`config.mk`:
```
export PLATFORM = sky130hd
export DESIGN_NAME = trial_division_prime_filter_core
export DESIGN_NICKNAME = d
export VERILOG_FILES = /design/src/rtl/core/tdpf_pkg.sv /design/src/rtl/core/tdpf_rem_unit.sv /design/src/rtl/core/trial_division_prime_filter_core.sv
export SDC_FILE = /design/constraint.sdc
export NUM_CORES = 1
export LEC_CHECK = 0
export BUFFER_PORTS_ARGS = -buffer_cell sky130_fd_sc_hd__buf_2
export CORE_MARGIN = 2
export CORE_UTILIZATION = 63
export CTS_BUF_LIST = sky130_fd_sc_hd__clkbuf_8
export DETAILED_ROUTE_END_ITERATION = 8
export HOLD_SLACK_MARGIN = 0.03
export PLACE_DENSITY_LB_ADDON = 0.2
export RECOVER_POWER = 100
export REMOVE_ABC_BUFFERS = 1
export SLEW_MARGIN = 0
export SYNTH_ARGS = -nofsm -noshare
export SYNTH_HDL_FRONTEND = slang
export SYNTH_SLANG_ARGS = --single-unit
```
`constraint.sdc`:
```
create_clock -name i_clk -period 3.77 [get_ports i_clk]
set_clock_uncertainty 0.1 [all_clocks]
set_input_delay 0.1885 -clock i_clk [delete_from_list [all_inputs] [get_ports i_clk]]
set_output_delay 0.1885 -clock i_clk [all_outputs]
set_load 0.02 [all_outputs]
```
`src/rtl/core/tdpf_pkg.sv`:
```
package tdpf_pkg;

    // Fixed width of the value fields on both channels.
    localparam int FIELD_W = 16;

    // Default for the width of the tested value.
    localparam int VALUE_WIDTH_DEF = 16;

    // Smallest divisor that trial division tries.
    localparam int FIRST_DIVISOR = 2;

    // One input item.
    typedef struct packed {
        logic [FIELD_W-1:0] candidate;
        logic               range_first;
        logic               range_last;
    } t_in_item;

    // One result item.
    typedef struct packed {
        logic [FIELD_W-1:0] tested_value;
        logic               is_prime;
        logic [FIELD_W-1:0] list_index;
        logic               last;
    } t_out_item;

    // Status of the shared remainder unit.
    typedef struct packed {
        logic done;
        logic rem_zero;
    } t_div_stat;

endpackage

```
`src/rtl/core/tdpf_rem_unit.sv`:
```
module tdpf_rem_unit #(
    parameter int W = tdpf_pkg::VALUE_WIDTH_DEF
) (
    input  logic                 i_clk,
    input  logic                 i_rst_n,
    input  logic                 i_start,
    input  logic [W-1:0]         i_dividend,
    input  logic [W-1:0]         i_divisor,
    output tdpf_pkg::t_div_stat  o_stat
);
    import tdpf_pkg::*;

    localparam int CNT_W = (W > 1) ? $clog2(W) : 1;

    logic             r_busy;
    logic             r_done;
    logic [CNT_W-1:0] r_cnt;
    logic [W-1:0]     r_bits;
    logic [W-1:0]     r_rem;
    logic [W-1:0]     r_divisor;

    logic [W:0]       trial;
    logic [W-1:0]     n_rem;

    // One restoring step: shift in the next dividend bit, subtract if it fits.
    always_comb begin
        trial = {r_rem, r_bits[W-1]};
        if (trial >= {1'b0, r_divisor}) begin
            n_rem = W'(trial - {1'b0, r_divisor});
        end else begin
            n_rem = trial[W-1:0];
        end
    end

    // Control of the bit-serial sweep, one dividend bit per cycle.
    always_ff @(posedge i_clk) begin
        if (!i_rst_n) begin
            r_busy <= 1'b0;
            r_done <= 1'b0;
        end else begin
            r_done <= 1'b0;
            if (i_start) begin
                r_busy <= 1'b1;
            end else if (r_busy && (r_cnt == '0)) begin
                r_busy <= 1'b0;
                r_done <= 1'b1;
            end
        end
    end

    // Datapath registers.
    always_ff @(posedge i_clk) begin
        if (i_start) begin
            r_cnt     <= CNT_W'(W - 1);
            r_bits    <= i_dividend;
            r_rem     <= '0;
            r_divisor <= i_divisor;
        end else if (r_busy) begin
            r_cnt  <= r_cnt - 1'b1;
            r_bits <= {r_bits[W-2:0], 1'b0};
            r_rem  <= n_rem;
        end
    end

    assign o_stat.done     = r_done;
    assign o_stat.rem_zero = (r_rem == '0);

endmodule

```
`src/rtl/core/trial_division_prime_filter_core.sv`:
```
// Candidates below 4 need no remainder test; for the others each divisor tried costs a pass
// through the shared bit-serial remainder unit plus a bound check in the sequencer, so the
// worst case for 16 bits is a prime near 65535. One candidate is in work at a time; the
// next is taken while the result waits in the output register.
// Reset (synchronous, active low) clears the sequencer, output valid and prime count.
module trial_division_prime_filter_core #(
    parameter int VALUE_WIDTH = tdpf_pkg::VALUE_WIDTH_DEF
) (
    input  logic                i_clk,
    input  logic                i_rst_n,
    input  logic                i_in_valid,
    output logic                o_in_ready,
    input  tdpf_pkg::t_in_item  i_in,
    output logic                o_out_valid,
    input  logic                i_out_ready,
    output tdpf_pkg::t_out_item o_out
);
    import tdpf_pkg::*;

    localparam int CW = (VALUE_WIDTH < FIELD_W) ? VALUE_WIDTH : FIELD_W;
    localparam int SW = CW + 2;

    typedef enum logic [3:0] {
        S_IDLE  = 4'b0001,
        S_CHECK = 4'b0010,
        S_DIV   = 4'b0100,
        S_DONE  = 4'b1000
    } t_state;

    t_state             r_state, n_state;
    logic [CW-1:0]      r_cand, n_cand;
    logic               r_last, n_last;
    logic [CW-1:0]      r_div, n_div;
    logic [SW-1:0]      r_sq, n_sq;
    logic               r_prime, n_prime;
    logic [FIELD_W-1:0] r_count, n_count;
    t_out_item          r_out, n_out;
    logic               r_out_valid, n_out_valid;

    logic      in_acc;
    logic      out_free;
    logic      div_start;
    t_div_stat div_stat;

    assign o_in_ready = (r_state == S_IDLE);
    assign in_acc     = i_in_valid && o_in_ready;
    assign out_free   = !r_out_valid || i_out_ready;

    // Shared remainder unit.
    tdpf_rem_unit #(
        .W (CW)
    ) u_rem (
        .i_clk      (i_clk),
        .i_rst_n    (i_rst_n),
        .i_start    (div_start),
        .i_dividend (r_cand),
        .i_divisor  (r_div),
        .o_stat     (div_stat)
    );

    // Sequencer: bound check, remainder test, next divisor, result hand-off.
    always_comb begin
        n_state     = r_state;
        n_cand      = r_cand;
        n_last      = r_last;
        n_div       = r_div;
        n_sq        = r_sq;
        n_prime     = r_prime;
        n_count     = r_count;
        n_out       = r_out;
        n_out_valid = r_out_valid && !i_out_ready;
        div_start   = 1'b0;
        unique case (r_state)
            S_IDLE: begin
                if (in_acc) begin
                    n_cand  = i_in.candidate[CW-1:0];
                    n_last  = i_in.range_last;
                    n_div   = CW'(FIRST_DIVISOR);
                    n_sq    = SW'(FIRST_DIVISOR * FIRST_DIVISOR);
                    if (i_in.range_first) begin
                        n_count = '0;
                    end
                    n_state = S_CHECK;
                end
            end
            S_CHECK: begin
                if (r_cand < CW'(FIRST_DIVISOR)) begin
                    n_prime = 1'b0;
                    n_state = S_DONE;
                end else if (r_sq > SW'(r_cand)) begin
                    n_prime = 1'b1;
                    n_state = S_DONE;
                end else begin
                    div_start = 1'b1;
                    n_state   = S_DIV;
                end
            end
            S_DIV: begin
                if (div_stat.done) begin
                    if (div_stat.rem_zero) begin
                        n_prime = 1'b0;
                        n_state = S_DONE;
                    end else begin
                        // (d + 1)^2 = d^2 + 2d + 1
                        n_div   = r_div + 1'b1;
                        n_sq    = r_sq + SW'({r_div, 1'b1});
                        n_state = S_CHECK;
                    end
                end
            end
            S_DONE: begin
                if (out_free) begin
                    n_out.tested_value = FIELD_W'(r_cand);
                    n_out.is_prime     = r_prime;
                    n_out.list_index   = r_prime ? r_count : '0;
                    n_out.last         = r_last;
                    n_out_valid        = 1'b1;
                    if (r_prime) begin
                        n_count = r_count + 1'b1;
                    end
                    n_state = S_IDLE;
                end
            end
            default: begin
                n_state = S_IDLE;
            end
        endcase
    end

    // Control registers.
    always_ff @(posedge i_clk) begin
        if (!i_rst_n) begin
            r_state     <= S_IDLE;
            r_count     <= '0;
            r_out_valid <= 1'b0;
        end else begin
            r_state     <= n_state;
            r_count     <= n_count;
            r_out_valid <= n_out_valid;
        end
    end

    // Payload registers.
    always_ff @(posedge i_clk) begin
        r_cand  <= n_cand;
        r_last  <= n_last;
        r_div   <= n_div;
        r_sq    <= n_sq;
        r_prime <= n_prime;
        r_out   <= n_out;
    end

    assign o_out_valid = r_out_valid;
    assign o_out       = r_out;

`ifndef SYNTHESIS
    a_prime_at_least_two: assert property (@(posedge i_clk) disable iff (!i_rst_n)
        o_out_valid && o_out.is_prime |-> o_out.tested_value >= FIELD_W'(FIRST_DIVISOR))
        else $error("prime result below the first divisor");

    a_nonprime_index_zero: assert property (@(posedge i_clk) disable iff (!i_rst_n)
        o_out_valid && !o_out.is_prime |-> o_out.list_index == '0)
        else $error("non-prime result carries a list index");

    a_divisor_below_candidate: assert property (@(posedge i_clk) disable iff (!i_rst_n)
        r_state == S_DIV |-> r_div < r_cand)
        else $error("divisor reached the candidate");

    a_divisor_floor: assert property (@(posedge i_clk) disable iff (!i_rst_n)
        r_state == S_CHECK |-> r_div >= CW'(FIRST_DIVISOR))
        else $error("divisor below the first divisor");

    a_start_once: assert property (@(posedge i_clk) disable iff (!i_rst_n)
        div_start |=> r_state == S_DIV && !div_start)
        else $error("remainder unit restarted while busy");
`endif

endmodule

```
==> run metrics <==
status finished, final reports clean; Tightest Hold Check Type input port to flop; Crit path required time 3.79 ns; Clock Latency Late Sink 0.46 ns; area grow syn2layout 10.61%; P_sw 1437 uW; TritonCTS buffer count 17; Total Power 4511 uW; chip height 120.2 um; EDFF count, synth 118; largest net degree at the start of global routing 36; routability congestion estimate 0.8942; most frequent cells in the layout edfxtp_1, nor2_1, nand2_1; crit path DAT 3.28 ns; Setup Viol. Count Final 0; sw frac 31.85%; Hold Slack 0.2405 ns; top sig layer met4; CTS-repair resized insts 0; asr flop ratio synth 0%; Critical Path Fanout Max 17; Crit-path slowest cell or4_1; net count reported at finish 953; WL met1 8.797 mm; Synth Register Bits 161; setup TNS 0 ns; share of cells above drive strength 1 7.978%; CP Cell Sequence inv_1 > ha_1 > nand4_1 > or4_1 > nor4_4 > o21ba_1 > o31ai_4 > nand2b_1 > clkbuf_2; Initial Utilization 64.28%; most common cell after layout, fill and taps aside edfxtp_1; Slew HR 15.49%; register area share after synthesis 51.74%; Syn Area/Cell 10.67 um^2; register share of total power 47.8%; DP Wirelength 14.03 mm; worst-margin pin slew 1.268 ns; peak supply drop 0.3560 mV; setup slack, reg-to-reg 0.51 ns; first-pass GRT wire length 31.64 mm; root buf cell clkbuf_8; Internal 3074 uW; Max clock buf depth 2; Synth top area share 41.63%; Area contributors post-synth edfxtp_1, dfxtp_1, ha_1; All-Layer GR Usage 28.30%; CTS clock-pin slew for the worst setup and hold paths 0.09 ns; FMAX 306.6 MHz; CTS HTree Levels 4; max incr delay on CP 0.61 ns; flip-flop and latch area 0.004404 mm^2; Cell Area, Synth 0.008512 mm^2; Min Clock Period, post-route 3.262 ns; Finished Core Util 71.10%; crit path kind flop to flop; final worst slack 0.5081 ns; Sink Count 161; Max-cap violations 0; Clock power frac 28.3%; Final Hold Viols 0; cells after synthesis 798; DR iter-0 viols 834; Core Box Area 0.01324 mm^2; vias per cell 6.115; met2 routed WL 9.075 mm; GR Overflow Total 0; DRT antenna net count 0; I/O pin cnt 58; layout filler cell count 993; vias in the first global route 6397; P_leak 0.003560 uW; drt drc 0; Final Slew Violations 0; WL/cell 18.51 um; drt pass-1 iters 5; Die Area 0.01446 mm^2; TritonCTS clock tree done; Combinational Power Share 23.8%; synth unique cells 69; Main synth FF type edfxtp_1; Vias 6519; type of origin of the critical path flop; top cell type by total area after synthesis edfxtp_1; Tcrit/Tclk final 86.52%; n_diodes 0; Row Count 42; dpl ws 0.7450 ns; IO buf count 57; YS warnings 0; Multi-input gate area 0.003734 mm^2; Worst setup EP type flop; Routed WL 19.74 mm; P per Cell Area 479.2 mW/mm^2; Met3 Wirelength 1.405 mm; initial antenna violation count 0; DIE WIDTH 120.2 um; unrepaired setup endpoints after global routing no
[critical path: cells and delay by family (launching register included)]
family / cells / cell delay [ns]
compound gates: 2 / 0.39
buf+inv: 2 / 0.46
fa+ha+maj: 1 / 0.30
simple gates: 4 / 1.27
flops: 1 / 0.39
[routing by layer]
metal,global-route usage [%],vias to the layer above
li1,-,3084
met1,39.86,3105
met2,44.14,283
met3,5.330,47
met4,10.47,0
met5,0,-
[cell usage after synthesis, drive strengths merged, types with 4 or more instances]
master,n
nor2b,12
nor2,69
o21a,11
or4,4
nand2,66
a31oi,10
and2,22
edfxtp,118
o2111ai,4
a311oi,6
and3,9
xnor2,20
o31ai,4
a211oi,12
o21ai,59
nand4,16
a21o,8
nor3,16
o211ai,5
nor4,11
a21oi,40
nand3,20
buf,12
or3,14
xor2,20
clkbuf,13
inv,47
ha,52
nand2b,14
dfxtp,43
mux2i,5
nor4b,5
[final timing paths]
path / startpoint / end / depth (start not counted)
max reg2reg: r_cand[13] / u_rem.r_bits[11] / 9
min: i_in_valid / r_state[0] / 5
min reg2reg: r_last / o_out[0] / 0
max: r_cand[13] / u_rem.r_bits[11] / 9
[power by group through the flow]
stage	clock network (uW)	registers [uW]	logic (uW)
3_3_place_gp	0	2180	1000
2_1_floorplan	0	2150	799
4_1_cts	1290	2150	1060
3_5_place_dp	0	2190	1030
6_report	1280	2160	1080
5_1_grt	1350	2170	1190
[registers in the layout, indices dropped and copies added (netlist names)]
name	flops
r_count	16
u_rem.r_done	1
o_out_valid	1
o_out	34
r_state	4
r_cand	16
u_rem.r_cnt	4
u_rem.r_rem	16
r_prime	1
r_sq	18
u_rem.r_bits	16
r_div	16
r_last	1
u_rem.r_busy	1
u_rem.r_divisor	16
[timing repair]
| item | in CTS | in global routing |
|---|---|---|
| endpoints found under the hold margin | 24 | 0 |
| buffers inserted | 0 | 0 |
| hold buffers | 19 | 0 |
[metrics by stage]
| step | instance area (um^2) | instances |
|---|---|---|
| after floorplan | 8368 | 773 |
| after global placement | 8957 | 1015 |
| after detailed placement | 8957 | 1015 |
| after CTS | 9547 | 1066 |
| after global routing | 9415 | 1066 |
| final | 9415 | 1066 |
[cells by family after synthesis]
| family | synth area share [%] |
|---|---|
| and+or+nand+nor | 17.77 |
| AOI/OAI and AO/OA | 13.64 |
| DFF | 51.74 |
| buffers and inverters | 3.763 |
| adders and majority gates | 8.114 |
| xor gates and xnor gates | 4.116 |
| muxes | 0.8526 |
[final cells by class]
| class | instances | area share [%] |
|---|---|---|
| clock buffers | 19 | 2.777 |
| clock inverters | 13 | 1.462 |
| inverters | 47 | 1.874 |
| multi-input cells | 565 | 39.65 |
| flip-flops and latches | 161 | 46.78 |
| well taps | 176 | 2.339 |
| repair buffers | 85 | 5.116 |
No activity file was read; power rests on OpenSTA's default activity.
